## config.mk

```make
export PLATFORM = sky130hd
export DESIGN_NAME = appliance_session_sequencer_flat
export DESIGN_NICKNAME = d
export VERILOG_FILES = /design/src/rtl/apss_pkg.sv /design/src/rtl/apss_if.sv /design/src/rtl/apss_front.sv /design/src/rtl/apss_queue.sv /design/src/rtl/apss_back.sv /design/src/rtl/appliance_session_sequencer.sv /design/src/flat_wrapper.sv
export VERILOG_INCLUDE_DIRS = /design/src /design/src/rtl
export SDC_FILE = /design/constraint.sdc
export NUM_CORES = 1
export LEC_CHECK = 0
export BUFFER_PORTS_ARGS = -buffer_cell sky130_fd_sc_hd__clkbuf_2
export CAP_MARGIN = 30
export CORE_ASPECT_RATIO = 0.8
export CORE_MARGIN = 5
export CORE_UTILIZATION = 30
export DETAILED_ROUTE_END_ITERATION = 12
export GPL_ROUTABILITY_DRIVEN = 0
export PLACE_DENSITY_LB_ADDON = 0.05
export SLEW_MARGIN = 40
export SYNTH_ARGS = -nofsm -noshare
export SYNTH_HDL_FRONTEND = slang
export SYNTH_SLANG_ARGS = --single-unit
```

## constraint.sdc

```tcl
create_clock -name clock -period 25.2 [get_ports clock]
set_input_delay 2.52 -clock clock [delete_from_list [all_inputs] [get_ports clock]]
set_output_delay 2.52 -clock clock [all_outputs]
set_load 0.02 [all_outputs]
```

## src/rtl/appliance_session_sequencer_assert.svh

```systemverilog
// Assertion macros for the session sequencer
`ifndef APPLIANCE_SESSION_SEQUENCER_ASSERT_SVH
`define APPLIANCE_SESSION_SEQUENCER_ASSERT_SVH

// same-cycle implication
`define APSS_ASSERT_NOW(label, clk, rst, ante, cons, msg) \
   label: assert property (@(posedge clk) disable iff (rst) (ante) |-> (cons)) else $error(msg);

// next-cycle implication
`define APSS_ASSERT_NEXT(label, clk, rst, ante, cons, msg) \
   label: assert property (@(posedge clk) disable iff (rst) (ante) |=> (cons)) else $error(msg);

`endif

```

## src/rtl/apss_pkg.sv

```systemverilog
// Types, codes and frame functions of the session sequencer
`timescale 1ns / 1ps
package apss_pkg;

   localparam logic [7:0] FRAME_SOF  = 8'h55;
   localparam logic [7:0] FRAME_EOF  = 8'hAA;
   localparam logic [7:0] LOGIN_MARK = 8'h2F;

   localparam logic [7:0] CODE_VERSION   = 8'h01;
   localparam logic [7:0] CODE_INFO      = 8'h03;
   localparam logic [7:0] CODE_STATS     = 8'h04;
   localparam logic [7:0] CODE_EXT       = 8'h05;
   localparam logic [7:0] CODE_POLL      = 8'h06;
   localparam logic [7:0] CODE_ARG_09    = 8'h09;
   localparam logic [7:0] CODE_ARG_0A    = 8'h0A;
   localparam logic [7:0] CODE_LEVEL     = 8'h0B;
   localparam logic [7:0] CODE_ARG_16    = 8'h16;
   localparam logic [7:0] CODE_ARG_1B    = 8'h1B;
   localparam logic [7:0] CODE_ARG_3C    = 8'h3C;
   localparam logic [7:0] CODE_STATS_ACK = 8'h47;
   localparam logic [7:0] CODE_SET_TIME  = 8'h6E;
   localparam logic [7:0] CODE_LOGIN     = 8'hFF;

   localparam logic [2:0] EV_RESPONSE  = 3'd0;
   localparam logic [2:0] EV_POLL_TICK = 3'd1;
   localparam logic [2:0] EV_LINK_UP   = 3'd2;
   localparam logic [2:0] EV_LINK_DOWN = 3'd3;
   localparam logic [2:0] EV_USER      = 3'd4;

   localparam logic [1:0] CSR_DEVICE_TYPE  = 2'd0;
   localparam logic [1:0] CSR_PEER_ADDRESS = 2'd1;
   localparam logic [1:0] CSR_MODEL_PREFIX = 2'd2;
   localparam logic [1:0] CSR_UTC_SHIFT    = 2'd3;

   localparam int LEN_W       = 4;
   localparam int QUEUE_DEPTH = 2;

   typedef struct packed {
      logic [2:0]         device_type;
      logic [47:0]        peer_address;
      logic [47:0]        model_prefix;
      logic signed [31:0] utc_shift;
   } cfg_type;

   typedef struct packed {
      logic [7:0]  seq;
      logic [7:0]  code;
      logic [7:0]  arg;
      logic [31:0] now;
      logic        auth;
   } frame_desc_type;

   function automatic logic known_code(input logic [7:0] code);
      logic k;
      unique case (code)
         CODE_VERSION, CODE_INFO, CODE_STATS, CODE_EXT, CODE_POLL, CODE_ARG_09,
         CODE_ARG_0A, CODE_LEVEL, CODE_ARG_16, CODE_ARG_1B, CODE_ARG_3C,
         CODE_STATS_ACK, CODE_SET_TIME, CODE_LOGIN: k = 1'b1;
         default: k = 1'b0;
      endcase
      return k;
   endfunction

   function automatic logic [LEN_W-1:0] frame_len(input logic [7:0] code,
                                                  input logic [2:0] dtype);
      logic [LEN_W-1:0] n;
      unique case (code)
         CODE_EXT: n = dtype[0] ? LEN_W'(10) : LEN_W'(4);
         CODE_ARG_09, CODE_ARG_0A, CODE_ARG_16, CODE_ARG_1B, CODE_ARG_3C,
         CODE_STATS_ACK: n = LEN_W'(5);
         CODE_LEVEL: n = (dtype[2:1] != 2'b00) ? LEN_W'(6) : LEN_W'(5);
         CODE_SET_TIME, CODE_LOGIN: n = LEN_W'(12);
         default: n = LEN_W'(4);
      endcase
      return n;
   endfunction

   function automatic logic [7:0] frame_byte(input frame_desc_type d,
                                             input logic [LEN_W-1:0] idx,
                                             input logic [LEN_W-1:0] len,
                                             input cfg_type cfg);
      logic [7:0]       b;
      logic [LEN_W-1:0] k;
      logic [47:0]      mix;
      logic [5:0]       sh;
      b   = 8'h00;
      k   = '0;
      sh  = '0;
      mix = cfg.peer_address ^ cfg.model_prefix;
      if (idx == LEN_W'(0)) begin
         b = FRAME_SOF;
      end else if (idx == LEN_W'(1)) begin
         b = d.seq;
      end else if (idx == LEN_W'(2)) begin
         b = d.code;
      end else if (idx == len - LEN_W'(1)) begin
         b = FRAME_EOF;
      end else begin
         unique case (d.code)
            CODE_SET_TIME: begin
               if (idx < LEN_W'(7)) begin
                  k = idx - LEN_W'(3);
                  b = d.now[{k[1:0], 3'b000} +: 8];
               end else begin
                  k = idx - LEN_W'(7);
                  b = cfg.utc_shift[{k[1:0], 3'b000} +: 8];
               end
            end
            CODE_LOGIN: begin
               if (idx == LEN_W'(3) || idx == LEN_W'(10)) begin
                  b = LOGIN_MARK;
               end else begin
                  k  = idx - LEN_W'(4);
                  sh = 6'd40 - {k[2:0], 3'b000};
                  b  = mix[sh +: 8];
               end
            end
            CODE_STATS_ACK: b = 8'h00;
            default: b = (idx == LEN_W'(3)) ? d.arg : 8'h00;
         endcase
      end
      return b;
   endfunction

endpackage

```

## src/rtl/apss_if.sv

```systemverilog
// Channel interfaces: event requests, frame bytes and register writes
`timescale 1ns / 1ps
interface apss_req_if;
   logic        valid;
   logic        ready;
   logic [2:0]  cmd;
   logic [7:0]  resp_seq;
   logic [7:0]  resp_code;
   logic [7:0]  resp_flag;
   logic [7:0]  request_code;
   logic [7:0]  request_arg;
   logic [31:0] now_time;
   modport source (output valid, cmd, resp_seq, resp_code, resp_flag, request_code,
                   request_arg, now_time, input ready);
   modport sink (input valid, cmd, resp_seq, resp_code, resp_flag, request_code,
                 request_arg, now_time, output ready);
endinterface

interface apss_rsp_if;
   logic       valid;
   logic       ready;
   logic [7:0] frame_byte;
   logic       last_byte;
   logic       authorized;
   modport source (output valid, frame_byte, last_byte, authorized, input ready);
   modport sink (input valid, frame_byte, last_byte, authorized, output ready);
endinterface

interface apss_csr_if;
   logic        valid;
   logic        ready;
   logic [1:0]  index;
   logic [47:0] data;
   modport source (output valid, index, data, input ready);
   modport sink (input valid, index, data, output ready);
endinterface

```

## src/rtl/apss_front.sv

```systemverilog
// Event front end: session state, response checks and command choice
`timescale 1ns / 1ps
module apss_front (
   input  logic                    clock,
   input  logic                    reset,
   apss_req_if.sink                req_ch,
   input  logic                    q_full,
   output logic                    q_push,
   output apss_pkg::frame_desc_type q_desc
);
   import apss_pkg::*;

   logic [7:0] seq_ff, seq_in, seq_inc;
   logic       logged_ff, logged_in;
   logic       ready_ff, ready_in;
   logic [7:0] pend_code_ff, pend_code_in;
   logic [7:0] pend_arg_ff, pend_arg_in;
   logic       accept, send, match, ok;
   logic [7:0] cmd_code, cmd_arg;

   assign req_ch.ready = !q_full;
   assign accept  = req_ch.valid && req_ch.ready;
   assign match   = (req_ch.resp_seq == seq_ff);
   assign ok      = match && (req_ch.resp_flag != 8'h00);
   assign seq_inc = seq_ff + 8'd1;

   always_comb begin
      logged_in    = logged_ff;
      ready_in     = ready_ff;
      pend_code_in = pend_code_ff;
      pend_arg_in  = pend_arg_ff;
      send         = 1'b0;
      cmd_code     = CODE_POLL;
      cmd_arg      = 8'h00;
      unique case (req_ch.cmd)
         EV_RESPONSE: begin
            ready_in = 1'b0;
            unique case (req_ch.resp_code)
               CODE_VERSION: begin
                  send     = 1'b1;
                  cmd_code = ok ? CODE_SET_TIME : CODE_POLL;
               end
               CODE_STATS: begin
                  send     = 1'b1;
                  cmd_code = ok ? CODE_STATS_ACK : CODE_POLL;
               end
               CODE_POLL: ready_in = 1'b1;
               CODE_INFO, CODE_EXT, CODE_ARG_09, CODE_ARG_0A, CODE_LEVEL, CODE_ARG_16,
               CODE_ARG_1B, CODE_ARG_3C, CODE_STATS_ACK: send = 1'b1;
               CODE_SET_TIME: begin
                  send     = 1'b1;
                  cmd_code = (match && req_ch.resp_flag == 8'h00) ? CODE_STATS_ACK
                                                                  : CODE_POLL;
               end
               CODE_LOGIN: begin
                  send = 1'b1;
                  if (ok) begin
                     logged_in = 1'b1;
                     cmd_code  = CODE_VERSION;
                  end else begin
                     cmd_code  = CODE_LOGIN;
                  end
               end
               default: send = 1'b0;
            endcase
         end
         EV_POLL_TICK: begin
            if (logged_ff && ready_ff) begin
               send = 1'b1;
               if (pend_code_ff != 8'h00) begin
                  cmd_code     = pend_code_ff;
                  cmd_arg      = pend_arg_ff;
                  pend_code_in = 8'h00;
               end
            end
         end
         EV_LINK_UP: begin
            pend_code_in = 8'h00;
            send         = 1'b1;
            cmd_code     = CODE_LOGIN;
         end
         EV_LINK_DOWN: begin
            logged_in = 1'b0;
            ready_in  = 1'b0;
         end
         EV_USER: begin
            if (ready_ff) begin
               send     = 1'b1;
               cmd_code = req_ch.request_code;
               cmd_arg  = req_ch.request_arg;
            end else begin
               pend_code_in = req_ch.request_code;
               pend_arg_in  = req_ch.request_arg;
            end
         end
         default: send = 1'b0;
      endcase
      seq_in = seq_ff;
      if (send) begin
         ready_in = 1'b0;
         seq_in   = (seq_inc == 8'd0) ? 8'd1 : seq_inc;
      end
   end

   assign q_push      = accept && send && (logged_in || cmd_code == CODE_LOGIN);
   assign q_desc.seq  = seq_in;
   assign q_desc.code = known_code(cmd_code) ? cmd_code : CODE_POLL;
   assign q_desc.arg  = cmd_arg;
   assign q_desc.now  = req_ch.now_time;
   assign q_desc.auth = logged_in;

   always_ff @(posedge clock) begin
      if (reset) begin
         seq_ff       <= 8'd0;
         logged_ff    <= 1'b0;
         ready_ff     <= 1'b0;
         pend_code_ff <= 8'h00;
         pend_arg_ff  <= 8'h00;
      end else if (accept) begin
         seq_ff       <= seq_in;
         logged_ff    <= logged_in;
         ready_ff     <= ready_in;
         pend_code_ff <= pend_code_in;
         pend_arg_ff  <= pend_arg_in;
      end
   end

endmodule

```

## src/rtl/apss_queue.sv

```systemverilog
// Two-entry frame descriptor queue between front end and frame builder
`timescale 1ns / 1ps
module apss_queue (
   input  logic                     clock,
   input  logic                     reset,
   input  logic                     push,
   input  apss_pkg::frame_desc_type push_desc,
   input  logic                     pop,
   output logic                     full,
   output logic                     empty,
   output apss_pkg::frame_desc_type head
);
   import apss_pkg::*;

   localparam int PTR_W = $clog2(QUEUE_DEPTH);
   localparam int CNT_W = $clog2(QUEUE_DEPTH + 1);

   frame_desc_type   ent_ff [QUEUE_DEPTH];
   logic [PTR_W-1:0] wr_ptr_ff, rd_ptr_ff;
   logic [CNT_W-1:0] count_ff, count_in;

   assign full  = (count_ff == CNT_W'(QUEUE_DEPTH));
   assign empty = (count_ff == '0);
   assign head  = ent_ff[rd_ptr_ff];

   always_comb begin
      count_in = count_ff;
      if (push && !pop) begin
         count_in = count_ff + CNT_W'(1);
      end else if (pop && !push) begin
         count_in = count_ff - CNT_W'(1);
      end
   end

   always_ff @(posedge clock) begin
      if (push) begin
         ent_ff[wr_ptr_ff] <= push_desc;
      end
   end

   always_ff @(posedge clock) begin
      if (reset) begin
         wr_ptr_ff <= '0;
         rd_ptr_ff <= '0;
         count_ff  <= '0;
      end else begin
         count_ff <= count_in;
         if (push) begin
            wr_ptr_ff <= (wr_ptr_ff == PTR_W'(QUEUE_DEPTH - 1)) ? '0 : wr_ptr_ff + PTR_W'(1);
         end
         if (pop) begin
            rd_ptr_ff <= (rd_ptr_ff == PTR_W'(QUEUE_DEPTH - 1)) ? '0 : rd_ptr_ff + PTR_W'(1);
         end
      end
   end

endmodule

```

## src/rtl/apss_back.sv

```systemverilog
// Frame builder: walks one descriptor a byte per cycle into the output register while rsp_ch is not stalled
`timescale 1ns / 1ps
module apss_back (
   input  logic                          clock,
   input  logic                          reset,
   input  apss_pkg::cfg_type             cfg,
   input  logic                          q_empty,
   input  apss_pkg::frame_desc_type      q_head,
   output logic                          q_pop,
   apss_rsp_if.source                    rsp_ch
);
   import apss_pkg::*;

   logic [LEN_W-1:0] idx_ff, idx_in, len;
   logic             valid_ff;
   logic [7:0]       byte_ff;
   logic             last_ff, auth_ff;
   logic             load, take, at_last;

   assign load    = !valid_ff || rsp_ch.ready;
   assign take    = load && !q_empty;
   assign len     = frame_len(q_head.code, cfg.device_type);
   assign at_last = (idx_ff == len - LEN_W'(1));
   assign q_pop   = take && at_last;
   assign idx_in  = at_last ? '0 : idx_ff + LEN_W'(1);

   assign rsp_ch.valid      = valid_ff;
   assign rsp_ch.frame_byte = byte_ff;
   assign rsp_ch.last_byte  = last_ff;
   assign rsp_ch.authorized = auth_ff;

   always_ff @(posedge clock) begin
      if (reset) begin
         valid_ff <= 1'b0;
         idx_ff   <= '0;
      end else begin
         if (load) begin
            valid_ff <= !q_empty;
         end
         if (take) begin
            idx_ff <= idx_in;
         end
      end
   end

   always_ff @(posedge clock) begin
      if (take) begin
         byte_ff <= frame_byte(q_head, idx_ff, len, cfg);
         last_ff <= at_last;
         auth_ff <= q_head.auth;
      end
   end

endmodule

```

## src/rtl/appliance_session_sequencer.sv

```systemverilog
// Top level of the appliance session sequencer
//
//   port     role    moves
//   req_ch   sink    one event request (response, tick, link up/down, user)
//   rsp_ch   source  one frame byte with last and authorized flags
//   csr_ch   sink    one register write (index, data), always ready
//
// An event request is taken while the queue is not full; one that starts a
// frame queues a descriptor, and the frame builder then sends one byte per
// cycle while rsp_ch is ready, 4 to 12 bytes a frame, so the byte output port sets the sustained rate.
// The two-entry queue and the output register let events keep arriving while
// a frame drains. Synchronous reset clears the session state and registers.
`timescale 1ns / 1ps
`include "appliance_session_sequencer_assert.svh"
module appliance_session_sequencer (
   input  logic       clock,
   input  logic       reset,
   apss_req_if.sink   req_ch,
   apss_rsp_if.source rsp_ch,
   apss_csr_if.sink   csr_ch
);
   import apss_pkg::*;

   cfg_type        cfg_ff;
   logic           q_push, q_pop, q_full, q_empty;
   frame_desc_type q_desc, q_head;

   assign csr_ch.ready = 1'b1;

   always_ff @(posedge clock) begin
      if (reset) begin
         cfg_ff <= '0;
      end else if (csr_ch.valid) begin
         unique case (csr_ch.index)
            CSR_DEVICE_TYPE:  cfg_ff.device_type  <= csr_ch.data[2:0];
            CSR_PEER_ADDRESS: cfg_ff.peer_address <= csr_ch.data;
            CSR_MODEL_PREFIX: cfg_ff.model_prefix <= csr_ch.data;
            CSR_UTC_SHIFT:    cfg_ff.utc_shift    <= $signed(csr_ch.data[31:0]);
            default:          cfg_ff.device_type  <= cfg_ff.device_type;
         endcase
      end
   end

   apss_front u_front (
      .clock  (clock),
      .reset  (reset),
      .req_ch (req_ch),
      .q_full (q_full),
      .q_push (q_push),
      .q_desc (q_desc)
   );

   apss_queue u_queue (
      .clock     (clock),
      .reset     (reset),
      .push      (q_push),
      .push_desc (q_desc),
      .pop       (q_pop),
      .full      (q_full),
      .empty     (q_empty),
      .head      (q_head)
   );

   apss_back u_back (
      .clock   (clock),
      .reset   (reset),
      .cfg     (cfg_ff),
      .q_empty (q_empty),
      .q_head  (q_head),
      .q_pop   (q_pop),
      .rsp_ch  (rsp_ch)
   );

   `APSS_ASSERT_NOW(a_no_overflow, clock, reset, q_push, !q_full, "push into full queue")
   `APSS_ASSERT_NOW(a_seq_nonzero, clock, reset, q_push, q_desc.seq != 8'd0, "zero sequence")
   `APSS_ASSERT_NOW(a_last_is_eof, clock, reset, rsp_ch.valid && rsp_ch.last_byte, rsp_ch.frame_byte == FRAME_EOF, "frame does not close with end byte")
   `APSS_ASSERT_NEXT(a_next_is_sof, clock, reset, rsp_ch.valid && rsp_ch.ready && rsp_ch.last_byte, !rsp_ch.valid || rsp_ch.frame_byte == FRAME_SOF, "frame does not open with start byte")

endmodule

```

## src/flat_wrapper.sv

```systemverilog
// flat-port wrapper written by rule: the top's interface ports become plain ports
module appliance_session_sequencer_flat import apss_pkg::*;
  (clock, reset, req_ch_valid, req_ch_cmd, req_ch_resp_seq, req_ch_resp_code, req_ch_resp_flag, req_ch_request_code, req_ch_request_arg, req_ch_now_time, req_ch_ready, rsp_ch_valid, rsp_ch_frame_byte, rsp_ch_last_byte, rsp_ch_authorized, rsp_ch_ready, csr_ch_valid, csr_ch_index, csr_ch_data, csr_ch_ready);
  apss_req_if req_ch_i ();
  apss_rsp_if rsp_ch_i ();
  apss_csr_if csr_ch_i ();
  input  logic clock;
  input  logic reset;
  input wire logic [$bits(req_ch_i.valid)-1:0] req_ch_valid;
  input wire logic [$bits(req_ch_i.cmd)-1:0] req_ch_cmd;
  input wire logic [$bits(req_ch_i.resp_seq)-1:0] req_ch_resp_seq;
  input wire logic [$bits(req_ch_i.resp_code)-1:0] req_ch_resp_code;
  input wire logic [$bits(req_ch_i.resp_flag)-1:0] req_ch_resp_flag;
  input wire logic [$bits(req_ch_i.request_code)-1:0] req_ch_request_code;
  input wire logic [$bits(req_ch_i.request_arg)-1:0] req_ch_request_arg;
  input wire logic [$bits(req_ch_i.now_time)-1:0] req_ch_now_time;
  output wire logic [$bits(req_ch_i.ready)-1:0] req_ch_ready;
  output wire logic [$bits(rsp_ch_i.valid)-1:0] rsp_ch_valid;
  output wire logic [$bits(rsp_ch_i.frame_byte)-1:0] rsp_ch_frame_byte;
  output wire logic [$bits(rsp_ch_i.last_byte)-1:0] rsp_ch_last_byte;
  output wire logic [$bits(rsp_ch_i.authorized)-1:0] rsp_ch_authorized;
  input wire logic [$bits(rsp_ch_i.ready)-1:0] rsp_ch_ready;
  input wire logic [$bits(csr_ch_i.valid)-1:0] csr_ch_valid;
  input wire logic [$bits(csr_ch_i.index)-1:0] csr_ch_index;
  input wire logic [$bits(csr_ch_i.data)-1:0] csr_ch_data;
  output wire logic [$bits(csr_ch_i.ready)-1:0] csr_ch_ready;
  assign req_ch_i.valid = req_ch_valid;
  assign req_ch_i.cmd = req_ch_cmd;
  assign req_ch_i.resp_seq = req_ch_resp_seq;
  assign req_ch_i.resp_code = req_ch_resp_code;
  assign req_ch_i.resp_flag = req_ch_resp_flag;
  assign req_ch_i.request_code = req_ch_request_code;
  assign req_ch_i.request_arg = req_ch_request_arg;
  assign req_ch_i.now_time = req_ch_now_time;
  assign req_ch_ready = req_ch_i.ready;
  assign rsp_ch_valid = rsp_ch_i.valid;
  assign rsp_ch_frame_byte = rsp_ch_i.frame_byte;
  assign rsp_ch_last_byte = rsp_ch_i.last_byte;
  assign rsp_ch_authorized = rsp_ch_i.authorized;
  assign rsp_ch_i.ready = rsp_ch_ready;
  assign csr_ch_i.valid = csr_ch_valid;
  assign csr_ch_i.index = csr_ch_index;
  assign csr_ch_i.data = csr_ch_data;
  assign csr_ch_ready = csr_ch_i.ready;
  appliance_session_sequencer u_core (.clock(clock), .reset(reset), .req_ch(req_ch_i), .rsp_ch(rsp_ch_i), .csr_ch(csr_ch_i));
endmodule
```

==> metrics.yaml, run 1 <==
status: "finished clean"
p_per_area_nw_per_um2: 64.6
die_h_um: 202
skew_ns: 0.0181
synth_ff_type: "dfxtp_1"
worstPathCellList: "clkbuf_2 > or3_1 > nor3_1 > a211o_1 > or2_4 > o2111a_2 > nor2_2 > nor3_4 > and2_2 > buf_4 > buf_12"
numCtsBuffers: 35
synthXorXnorAreaFrac: 0.0477
synthCells: 1370
antenna_left: 0
p_int_mw: 0.795
grt_pass1_vias: 10143
synthArstFlopShare: 0
synthSimpleGateAreaFrac: 0.176
ys_ff_latch: 291
viasPerCell: 4.90
maxCapViolCount: 0
critPathArrivalTime_ns: 5.43
p_sw_mw: 0.247
dieArea_sq_um: 50400
synth_nets: 1508
initial_core_util: 0.303
synth_compound_gate_area_share: 0.132
seq_power_share: 0.485
post-cts-setup-buffers: 0
crit_fanout: 39
gr-total-overflow: 0
antenna_found_initial: 1
synth_warnings: 0
port-buffer-count: 141
nets: 1609
finalCriticalPeriod_ns: 5.22
rsz0062_at_grt: "no"
synth.mux.area_fraction: 0.0941
switching_share: 0.237
holdCritPathClass: "flop to flop"
clk_latency_ns: 0.53
max_slew_margin: 0.466
cp_top_family: "simple AND/OR/NAND/NOR gates"
path_class: "primary input to flop"
cp.buffers_inverters: 3
grt_pass1_wl_um: 63700
worstSetupStartpointType: "primary input"
synth_top_family_by_area: "simple AND/OR/NAND/NOR gates"
synthAdderAreaFrac: 0.00797
hold_buffers: 0
synth_edf_count: 124
clkTransAtPathRegs_ns: 0.06
synth.avg_cell_area_sq_um: 10.1
cts_tree: "done"
slowest_stage: "or3_1"
grt_use_total: 0.162
synth.yosys.seq_area_share: 0.512
grt_start_max_net_pins: 98
syn_to_final_growth_pct: 16.8
dr.first_iter.drc_count: 677
setup_ws_ns: 19.98
ctsRootBufferMaster: "clkbuf_16"
cp-end-kind: "flop"
die_x_um: 250
place_hpwl_um: 28600
final.period_utilization: 0.207
drc_errors: 0
max_freq_mhz: 192
vdd_drop_max_uv: 36.4
postCtsResizedCells: 0
drive_gt1_frac: 0.201
worst_pin_slew_ns: 0.797
p_leak_nw: 5.48
netlist_area_sq_um: 13800
fin_setup_tns_ns: 0
cts_buffer_depth: 3
drt_wl_total_um: 41500
finalMaxSlewViolations: 0
wl_per_cell_um: 19.7
rows: 70
post-place-ws_ns: 19.42
worstPathRequired_ns: 25.41
final-setup-viol-count: 0
cpPeakStageDelay_ns: 0.51
core_sq_um: 45600
clock_sinks: 291
drt_first_pass_iters: 5
hold_viol: 0
htree_levels: 2
pwr-share-comb: 0.073
power_frac_clock: 0.441
top_level_ports: 143
yosysUniqueCellTypes: 86
via_count: 10337
[logic make-up (layout without fill, tap and decap cells)]
group | count (synthesis) | in the layout
and+or+nand+nor | 516 | 516
adders and majority gates | 9 | 9
buffers and inverters | 101 | 226
AOI/OAI and AO/OA | 293 | 293
muxes | 86 | 86
DFF | 291 | 291
other | 1 | 2
xor gates and xnor gates | 73 | 73
[through the flow]
stage / cells / hold WS [ns] / power, mW / utilization / instance area [sq um]
floorplan: 1370 / 0.433 / 0.558 / - / 13800
global placement: 2044 / 0.440 / 0.592 / 0.329 / 15000
detailed placement: 2046 / 0.445 / 0.593 / 0.331 / 15100
CTS: 2107 / 0.454 / 1.06 / 0.353 / 16100
global route: 2107 / 0.468 / 1.09 / 0.353 / 16100
finish: 2108 / 0.452 / 1.04 / 0.353 / 16100
[per-layer routing]
layer  part of all wire  global-route usage
met5                  0                   0
met4              0.019              0.0425
met3              0.039              0.0269
met2               0.41               0.227
met1               0.53               0.256
[placed cells by master, fill, tap and decap left out, types with 5 or more instances in the layout]
cell type / netlist / routed
clkbuf_1: 65 / 16
a22oi_1: 8 / 8
nor3_1: 20 / 19
nand2_1: 303 / 303
nor3b_1: 7 / 6
buf_4: 2 / 9
a21oi_1: 169 / 169
xnor2_1: 49 / 49
or3_1: 6 / 6
a22o_1: 11 / 11
o22ai_1: 11 / 11
nand2b_1: 9 / 9
nor4_2: 4 / 5
clkbuf_16: 0 / 35
nor2_1: 64 / 63
nor2b_1: 10 / 10
nand3_1: 22 / 21
and3b_1: 6 / 6
mux2i_1: 23 / 23
a21o_1: 6 / 6
clkinv_2: 0 / 5
edfxtp_1: 124 / 124
mux2_2: 29 / 29
o21ai_1: 8 / 8
dfxtp_1: 167 / 165
and2_1: 8 / 7
nand4_1: 7 / 7
mux4_2: 32 / 32
a211oi_1: 11 / 11
inv_1: 10 / 10
clkbuf_2: 0 / 140
or3b_1: 5 / 5
ha_1: 8 / 8
xor2_1: 23 / 23
nand3b_1: 12 / 12
o21ai_0: 19 / 19
[area by class of cell]
cell class              instances  area (sq um)
fillers                      4682         29500
repair buffers                154           842
well taps                     612           766
flip-flops and latches        291          7070
inverters                      11          41.3
clock inverters                 7          41.3
multi-input cells             978          6390
diodes                          1          2.50
clock buffers                  54           977
[worst paths after layout]
| kind | to | cells after the start | slack, ns | from |
|---|---|---|---|---|
| max | u_core.u_queue.ent_ff[1][31]$_DFFE_PP_ | 11 | 19.98 | req_ch_cmd[1] |
| min | u_core.cfg_ff[21]$_SDFFE_PP0P_ | 2 | 0.45 | u_core.cfg_ff[21]$_SDFFE_PP0P_ |
| min reg2reg | u_core.cfg_ff[21]$_SDFFE_PP0P_ | 2 | 0.45 | u_core.cfg_ff[21]$_SDFFE_PP0P_ |
| max reg2reg | u_core.u_queue.count_ff[1]$_SDFFE_PP0P_ | 14 | 21.11 | flop |
[power groups by stage]
stage	clock, mW	sequential (mW)	combinational (mW)
6_report	0.460	0.506	0.0764
5_1_grt	0.500	0.507	0.0849
4_1_cts	0.480	0.506	0.0776
3_5_place_dp	0	0.516	0.0773
3_3_place_gp	0	0.516	0.0764
2_1_floorplan	0	0.514	0.0444
[worst register-to-register path, cell delays in order, from the launching register on]
cell and delay (ns):
dfxtp_4 0.42, buf_6 0.49, nand2_1 0.16, a211oi_1 0.30
a221oi_2 0.07, o311a_4 0.35, ha_1 0.21, xnor2_1 0.23
mux2i_1 0.21, a22oi_1 0.17, nor4_2 0.46, inv_1 0.10
ha_1 0.34, or3_1 0.38, a21oi_1 0.14
[cell usage after synthesis (20+ instances only)]
cell type / instances / area (sq um)
nand2_1: 303 / 1140
a21oi_1: 169 / 846
dfxtp_1: 167 / 3340
mux2i_1: 23 / 230
mux4_2: 32 / 721
mux2_2: 29 / 327
xor2_1: 23 / 201
nand3_1: 22 / 110
xnor2_1: 49 / 429
nor3_1: 20 / 100
clkbuf_1: 65 / 244
nor2_1: 64 / 240
edfxtp_1: 124 / 3720
[sequential cells by signal, indices dropped and copies added (netlist names), named ones only]
name                             cells
u_core.cfg_ff                      131
u_core.u_queue.ent_ff              114
u_core.u_back.rsp_ch.frame_byte      8
u_core.u_front.pend_arg_ff           8
u_core.u_front.pend_code_ff          8
u_core.u_front.seq_ff                8
u_core.u_back.idx_ff                 4
u_core.u_queue.count_ff              2
u_core.u_back.rsp_ch.authorized      1
u_core.u_back.rsp_ch.last_byte       1
u_core.u_back.rsp_ch.valid           1
u_core.u_front.logged_ff             1
u_core.u_front.ready_ff              1
u_core.u_queue.rd_ptr_ff             1
u_core.u_queue.wr_ptr_ff             1
Power figures use the tool's default switching activity.
==> run 2, diff against run 1 <==
ABC_AREA = 1   (was default)
clock period = 4.83 ns   (was 25.2 ns; I/O delays follow)
==> run 2 against run 1 <==
Against the previous run: clock-buffer cell count is 7 lower; final cell count is 20% higher; sequential power grew to 5.3 times the previous value; highest routed layer unchanged; area after synthesis is 1.3% higher; wire length is 9.2% higher; critical endpoint is now u_core.u_queue.count_ff[1]$_SDFFE_PP0P_; clock power grew to 5.3 times the previous value; first-iteration DRC count is 11% higher; non-clock buffer count is 7 higher; synthesized cell count is 29% higher; global-route usage is 1.1 points higher.
==> metrics.yaml, run 2 <==
status: "finished clean"  # unchanged
die_h_um: 203  # was 202 um
synth_area_leaders: "edfxtp_1 27%, dfxtp_1 24%, nand2_1 8.5%"  # was edfxtp_1 27%, dfxtp_1 24%, nand2_1 8.2%
hold_buffers: 0  # unchanged
ctsRootBufferMaster: "clkbuf_16"  # unchanged
max_freq_mhz: 253
final.period_utilization: 0.818
synthCells: 1774  # was 1370
yosysTopAreaCell: "edfxtp_1"  # unchanged
synth.avg_cell_area_sq_um: 7.88  # was 10.1 sq um
rows: 70  # unchanged
finalCriticalPeriod_ns: 3.95
maxCapViolCount: 0  # unchanged
reg2reg_slack_ns: 0.88  # was 21.11 ns
synth_nets: 1912  # was 1508
slowest_stage: "dfxtp_2"  # was or3_1
nFillCells: 4891  # was 4682
design_area_sq_um: 16400  # was 16100 sq um
synth_ff_type: "dfxtp_1"  # unchanged
finalNonFillerCells: 2529  # was 2108
final_common_cell: "nand2_1"  # unchanged
critPathArrivalTime_ns: 4.33  # was 5.43 ns
max_slew_margin: 0.462  # was 0.466
total_power_mw: 5.55  # was 1.04 mW
hold_viol: 0  # unchanged
antenna_left: 0  # unchanged
p_per_area_nw_per_um2: 339  # was 64.6 nW/um^2
syn_to_final_growth_pct: 17.0  # was 16.8%
dr.first_iter.drc_count: 749  # was 677
drt_wl_total_um: 45400  # was 41500 um
synthArstFlopShare: 0  # unchanged
p_leak_nw: 6.80  # was 5.48 nW
wl_per_cell_um: 17.9  # was 19.7 um
grt_pass1_wl_um: 69000  # was 63700 um
clk_latency_ns: 0.52  # was 0.53 ns
fin_setup_tns_ns: 0  # unchanged
gr-total-overflow: 0  # unchanged
htree_levels: 2  # unchanged
grt_use_total: 0.173  # was 0.162
vdd_drop_max_uv: 204  # was 36.4 uV
worstPathRequired_ns: 5.21  # was 25.41 ns
grt_pass1_vias: 11440  # was 10143
core_sq_um: 45900  # was 45600 sq um
nets: 2029  # was 1609
synth.yosys.seq_area_share: 0.505  # was 0.512
layout_common_cells: "316 x nand2_1, 261 x nor2_1, 232 x o21ai_0"  # was 303 x nand2_1, 169 x a21oi_1, 165 x dfxtp_1
cts_tree: "done"  # unchanged
grt_start_max_net_pins: 58  # was 98
finalMaxSlewViolations: 0  # unchanged
post-cts-setup-buffers: 0  # unchanged
yosysUniqueCellTypes: 43  # was 86
ys_ff_latch: 291  # unchanged
initial_core_util: 0.305  # was 0.303
drt_first_pass_iters: 5  # unchanged
die_x_um: 251  # was 250 um
crit_fanout: 21  # was 39
cp.buffers_inverters: 3  # unchanged
top_level_ports: 143  # unchanged
clkTransAtPathRegs_ns: 0.06  # about the same
cp_top_family: "simple AND/OR/NAND/NOR gates"  # unchanged
worst_pin_slew_ns: 0.807  # was 0.797 ns
synth_edf_count: 124  # unchanged
synth_top_area_share: 0.266  # was 0.270
cp-end-kind: "flop"  # unchanged
dpl-instance-area_sq_um: 15300  # was 15100 sq um
reg.largest.list: "u_core.cfg_ff: 131 flops, u_core.u_queue.ent_ff: 114 flops"  # unchanged
numCtsBuffers: 35  # unchanged
dieArea_sq_um: 51100  # was 50400 sq um
port-buffer-count: 141  # unchanged
antenna_found_initial: 2  # was 1
synthTopCellsByCount: "316 x nand2_1, 264 x nor2_1, 232 x o21ai_0"  # was 303 x nand2_1, 169 x a21oi_1, 167 x dfxtp_1
postCtsResizedCells: 0  # unchanged
worstSetupStartpointType: "flop"  # was primary input
drc_errors: 0  # unchanged
viasPerCell: 4.75  # was 4.90
final-setup-viol-count: 0  # unchanged
via_count: 12019  # was 10337
skew_ns: 0.0283  # was 0.0181 ns
path_class: "flop to flop"  # was primary input to flop
netlist_area_sq_um: 14000  # was 13800 sq um
whs_ns: 0.155  # was 0.452 ns
min_from: "req_ch_now_time[10]"  # was u_core.cfg_ff[21]$_SDFFE_PP0P_
worstPathCellList: "inv_2 > o21ai_2 > nand2_1 > nor2_1 > nand4_1 > nand2_1 > nor2_1 > nand2_1 > inv_2 > ha_1 > or2_2 > a21oi_1 > nand3_2 > nor2_1 > inv_1 > ha_1 > a21oi_1 > o21ai_0 > o21ai_0 > a21oi_1"  # was clkbuf_2 > or3_1 > nor3_1 > a211o_1 > or2_4 > o2111a_2 > nor2_2 > nor3_4 > and2_2 > buf_4 > buf_12
post-place-cells: 2466  # was 2046
drive_gt1_frac: 0.140  # was 0.201
place_hpwl_um: 32100  # was 28600 um
cts_buffer_depth: 3  # unchanged
largest_reg_flops: 131  # unchanged
cpPeakStageDelay_ns: 0.55  # was 0.51 ns
yosysMostFrequentCell: "nand2_1"  # unchanged
rsz0062_at_grt: "no"  # unchanged
holdCritPathClass: "primary input to flop"  # was flop to flop
clock_sinks: 291  # unchanged
synth_warnings: 0  # unchanged
largest-register: "u_core.cfg_ff"  # unchanged
==> run 2: cell types whose count changed after synthesis, moves of 29 or more <==
cell | before | now
nor2_1 | 64 | 264
mux4_2 | 32 | 0
inv_1 | 10 | 190
xnor2_1 | 49 | 19
o21ai_0 | 19 | 232
mux2_2 | 29 | 0
==> run 2: area by class of cell <==
type                       instances  area [sq um]  area share
tap                              612           766      0.0468
clock inverter                    14          75.1     0.00459
multi-input combinational       1202          5870       0.359
inverter                         200           752      0.0460
sequential                       291          7070       0.432
timing repair buffer             161           881      0.0538
antenna                            2          5.00    0.000306
clock buffer                      47           948      0.0580
==> run 2: path summary, 6_finish.rpt <==
kind,to,depth (start not counted)
worst min-delay path,u_core.u_queue.ent_ff[1][11]$_DFFE_PP_,1
worst max-delay path,u_core.u_queue.count_ff[1]$_SDFFE_PP0P_,20
worst min register to register,u_core.cfg_ff[6]$_SDFFE_PP0P_,2
worst max register to register,u_core.u_queue.count_ff[1]$_SDFFE_PP0P_,20
==> run 2: stage by stage <==
stage	worst slack, ns	utilization
6_report	0.880	0.357
5_1_grt	0.392	0.357
4_1_cts	0.868	0.356
3_5_place_dp	0.885	0.334
3_3_place_gp	1.01	0.334
2_1_floorplan	0.181	-
==> run 2: where the power goes <==
part           switching [mW]  total, mW  internal [mW]  leakage, nW
clock network            1.05       2.43           1.38        0.507
logic                   0.295      0.448          0.153         3.76
registers              0.0443       2.68           2.63         2.54
total                    1.39       5.55           4.16         6.80
==> run 2: layer usage <==
layer / track usage / wire [um] / vias to the layer above
li1: - / - / 6073
met1: 0.270 / 23600 / 5673
met2: 0.250 / 18900 / 229
met3: 0.0273 / 2110 / 44
met4: 0.0378 / 670 / 0
met5: 0 / 0 / -
==> run 2: kinds of logic (layout without fill, tap and decap cells) <==
| family | count (synthesis) | in the layout | synth area share |
|---|---|---|---|
| DFF | 291 | 291 | 0.505 |
| buffers and inverters | 281 | 422 | 0.0784 |
| muxes | 2 | 2 | 0.00143 |
| adders and majority gates | 8 | 8 | 0.00716 |
| AOI/OAI and AO/OA | 443 | 443 | 0.170 |
| xor gates and xnor gates | 49 | 49 | 0.0312 |
| and+or+nand+nor | 699 | 699 | 0.206 |
| other | 1 | 3 | 0.000268 |
==> run 3, diff against run 2 <==
ABC_AREA = 0   (was 1)
clock period = 3.9 ns   (was 4.83 ns; I/O delays follow)
==> run 3 against run 2 <==
Against the previous run: clock power grew 33%; non-clock buffer count grew 11; cell area grew 0.25%; clock-buffer cell count shrank 3.
==> metrics.yaml, run 3 (synthesized netlist as in run 1, its figures left out) <==
status: "finished clean"  # unchanged
gr-total-overflow: 0  # unchanged
dpl-instance-area_sq_um: 15200  # was 15300 sq um
vdd_drop_max_uv: 251  # was 204 uV
cts_tree: "done"  # unchanged
place_hpwl_um: 29300  # was 32100 um
grt_pass1_wl_um: 64400  # was 69000 um
initial_core_util: 0.303  # was 0.305
die_x_um: 250  # was 251 um
clkTransAtPathRegs_ns: 0.06  # about the same
wl_per_cell_um: 19.7  # was 17.9 um
cp-end-kind: "flop"  # unchanged
clk_latency_ns: 0.56  # was 0.52 ns
htree_levels: 2  # unchanged
die_h_um: 202  # was 203 um
ctsRootBufferMaster: "clkbuf_16"  # unchanged
via_count: 10430  # was 12019
antenna_left: 0  # unchanged
worstSetupStartpointType: "flop"  # unchanged
reg2reg_slack_ns: 0.18  # was 0.88 ns
path_class: "flop to flop"  # unchanged
final-setup-viol-count: 0  # unchanged
viasPerCell: 4.91  # was 4.75
drt_wl_total_um: 42000  # was 45400 um
fin_setup_tns_ns: 0  # unchanged
grt_pass1_vias: 10455  # was 11440
p_per_area_nw_per_um2: 427  # was 339 nW/um^2
core_sq_um: 45600  # was 45900 sq um
total_power_mw: 7.00  # was 5.55 mW
largest_reg_flops: 131  # unchanged
hold_viol: 0  # unchanged
drt_first_pass_iters: 5  # unchanged
skew_ns: 0.0260  # was 0.0283 ns
port-buffer-count: 141  # unchanged
holdCritPathClass: "primary input to flop"  # unchanged
crit_fanout: 6  # was 21
rr_startpoint: "u_core.u_queue.ent_ff[1][43]$_DFFE_PP_"
nets: 1626  # was 2029
cp-startpoint: "u_core.u_queue.ent_ff[1][43]$_DFFE_PP_"
maxCapViolCount: 0  # unchanged
rows: 70  # unchanged
max_slew_margin: 0.475  # was 0.462
final.period_utilization: 0.953  # was 0.818
dr.first_iter.drc_count: 613  # was 749
grt_use_total: 0.163  # was 0.173
antenna_cells: 0  # was 2
finalCriticalPeriod_ns: 3.72  # was 3.95 ns
numCtsBuffers: 34  # was 35
clock_sinks: 291  # unchanged
rsz0062_at_grt: "no"  # unchanged
dieArea_sq_um: 50400  # was 51100 sq um
drc_errors: 0  # unchanged
critPathArrivalTime_ns: 4.18  # was 4.33 ns
cts_buffer_depth: 3  # unchanged
layout_common_cells: "303 x nand2_1, 169 x a21oi_1, 165 x dfxtp_1"  # was 316 x nand2_1, 261 x nor2_1, 232 x o21ai_0
crit_end: "u_core.u_queue.count_ff[1]$_SDFFE_PP0P_"  # unchanged
whs_path_depth: 1  # unchanged
syn_to_final_growth_pct: 18.8  # was 17.0%
grt_start_max_net_pins: 77  # was 58
largest-register: "u_core.cfg_ff"  # unchanged
antenna_found_initial: 3  # was 2
worstPathRequired_ns: 4.36  # was 5.21 ns
reg2reg_to: "u_core.u_queue.count_ff[1]$_SDFFE_PP0P_"  # unchanged
worst_pin_slew_ns: 0.788  # was 0.807 ns
worstRegToRegCells: 14  # was 20
p_leak_nw: 5.63  # was 6.80 nW
top_level_ports: 143  # unchanged
design_area_sq_um: 16400  # about the same
finalMaxSlewViolations: 0  # unchanged
final_common_cell: "nand2_1"  # unchanged
reg.largest.list: "u_core.cfg_ff: 131 flops, u_core.u_queue.ent_ff: 114 flops"  # unchanged
drive_gt1_frac: 0.213  # was 0.140
max_freq_mhz: 269  # was 253 MHz
==> run 3: cell types whose count changed in the layout (fill, tap and decap cells not counted), moves of 13 or more <==
cell      before  now
o21ai_0      232   19
nor2_1       261   63
mux4_2         0   32
nand2_1      316  303
a21oi_1      144  169
nand3_1       48   21
o211ai_1      23    3
mux2i_1        2   23
mux2_2         0   29
xnor2_1       19   48
nand2_2       14    1
inv_1        188   10
==> run 3: repair_timing <==
action,in CTS,in global routing
endpoints found under the setup margin,0,1
hold buffers,1,0
setup buffers,0,0
endpoints found under the hold margin,1,0
gates resized for setup,0,2
==> run 3: report_power, final <==
| group | internal, mW | switching (mW) |
|---|---|---|
| Sequential | 3.23 | 0.0403 |
| Clock | 1.91 | 1.33 |
| Combinational | 0.195 | 0.307 |
==> run 3: worst min path at each step <==
stage	start	slack, ns	endpoint
floorplan	u_core.cfg_ff[0]$_SDFFE_PP0P_	0.43	u_core.cfg_ff[0]$_SDFFE_PP0P_
global route	req_ch_now_time[18]	0.005	u_core.u_queue.ent_ff[0][19]$_DFFE_PP_
finish	req_ch_now_time[18]	0.03	u_core.u_queue.ent_ff[0][19]$_DFFE_PP_
CTS	req_ch_now_time[18]	0.001	u_core.u_queue.ent_ff[0][19]$_DFFE_PP_
global placement	u_core.cfg_ff[2]$_SDFFE_PP0P_	0.44	u_core.cfg_ff[2]$_SDFFE_PP0P_
detailed placement	u_core.cfg_ff[7]$_SDFFE_PP0P_	0.44	u_core.cfg_ff[7]$_SDFFE_PP0P_
==> run 3: worst max-delay path: stages, from the launching register on <==
cell and delay [ns]:
edfxtp_1 0.43, or3b_1 0.36, a211oi_1 0.28, a221oi_2 0.08
o311a_4 0.36, ha_1 0.23, xnor2_2 0.17, mux2i_1 0.22
a22oi_1 0.14, nor4_2 0.30, buf_4 0.17, inv_1 0.04
ha_1 0.32, or3_1 0.38, a21oi_1 0.15
==> run 3: metrics by stage <==
stage / worst slack, ns / std cells / util / hold WS, ns
after floorplan: -0.287 / 1370 / - / 0.433
after global placement: 0.230 / 2063 / 0.334 / 0.438
after detailed placement: 0.153 / 2063 / 0.334 / 0.445
after CTS: 0.121 / 2126 / 0.359 / 0.00101
after global routing: 0.0247 / 2126 / 0.360 / 0.00503
final: 0.183 / 2126 / 0.360 / 0.0252
==> run 3: layout make-up <==
type,instances,area (sq um)
Multi-Input combinational cell,978,6390
Clock inverter,18,234
Clock buffer,44,892
Timing Repair Buffer,172,1010
Tap cell,612,766
Fill cell,4700,29200
Inverter,11,41.3
Sequential cell,291,7070
==> run 3: metal layers <==
metal  GRT usage  share of wire  vias up
met5           0        0.00031        -
met2       0.236           0.42      196
met4      0.0447          0.022        2
li1            -              -     5139
met3      0.0280          0.040       60
met1       0.250           0.51     5033
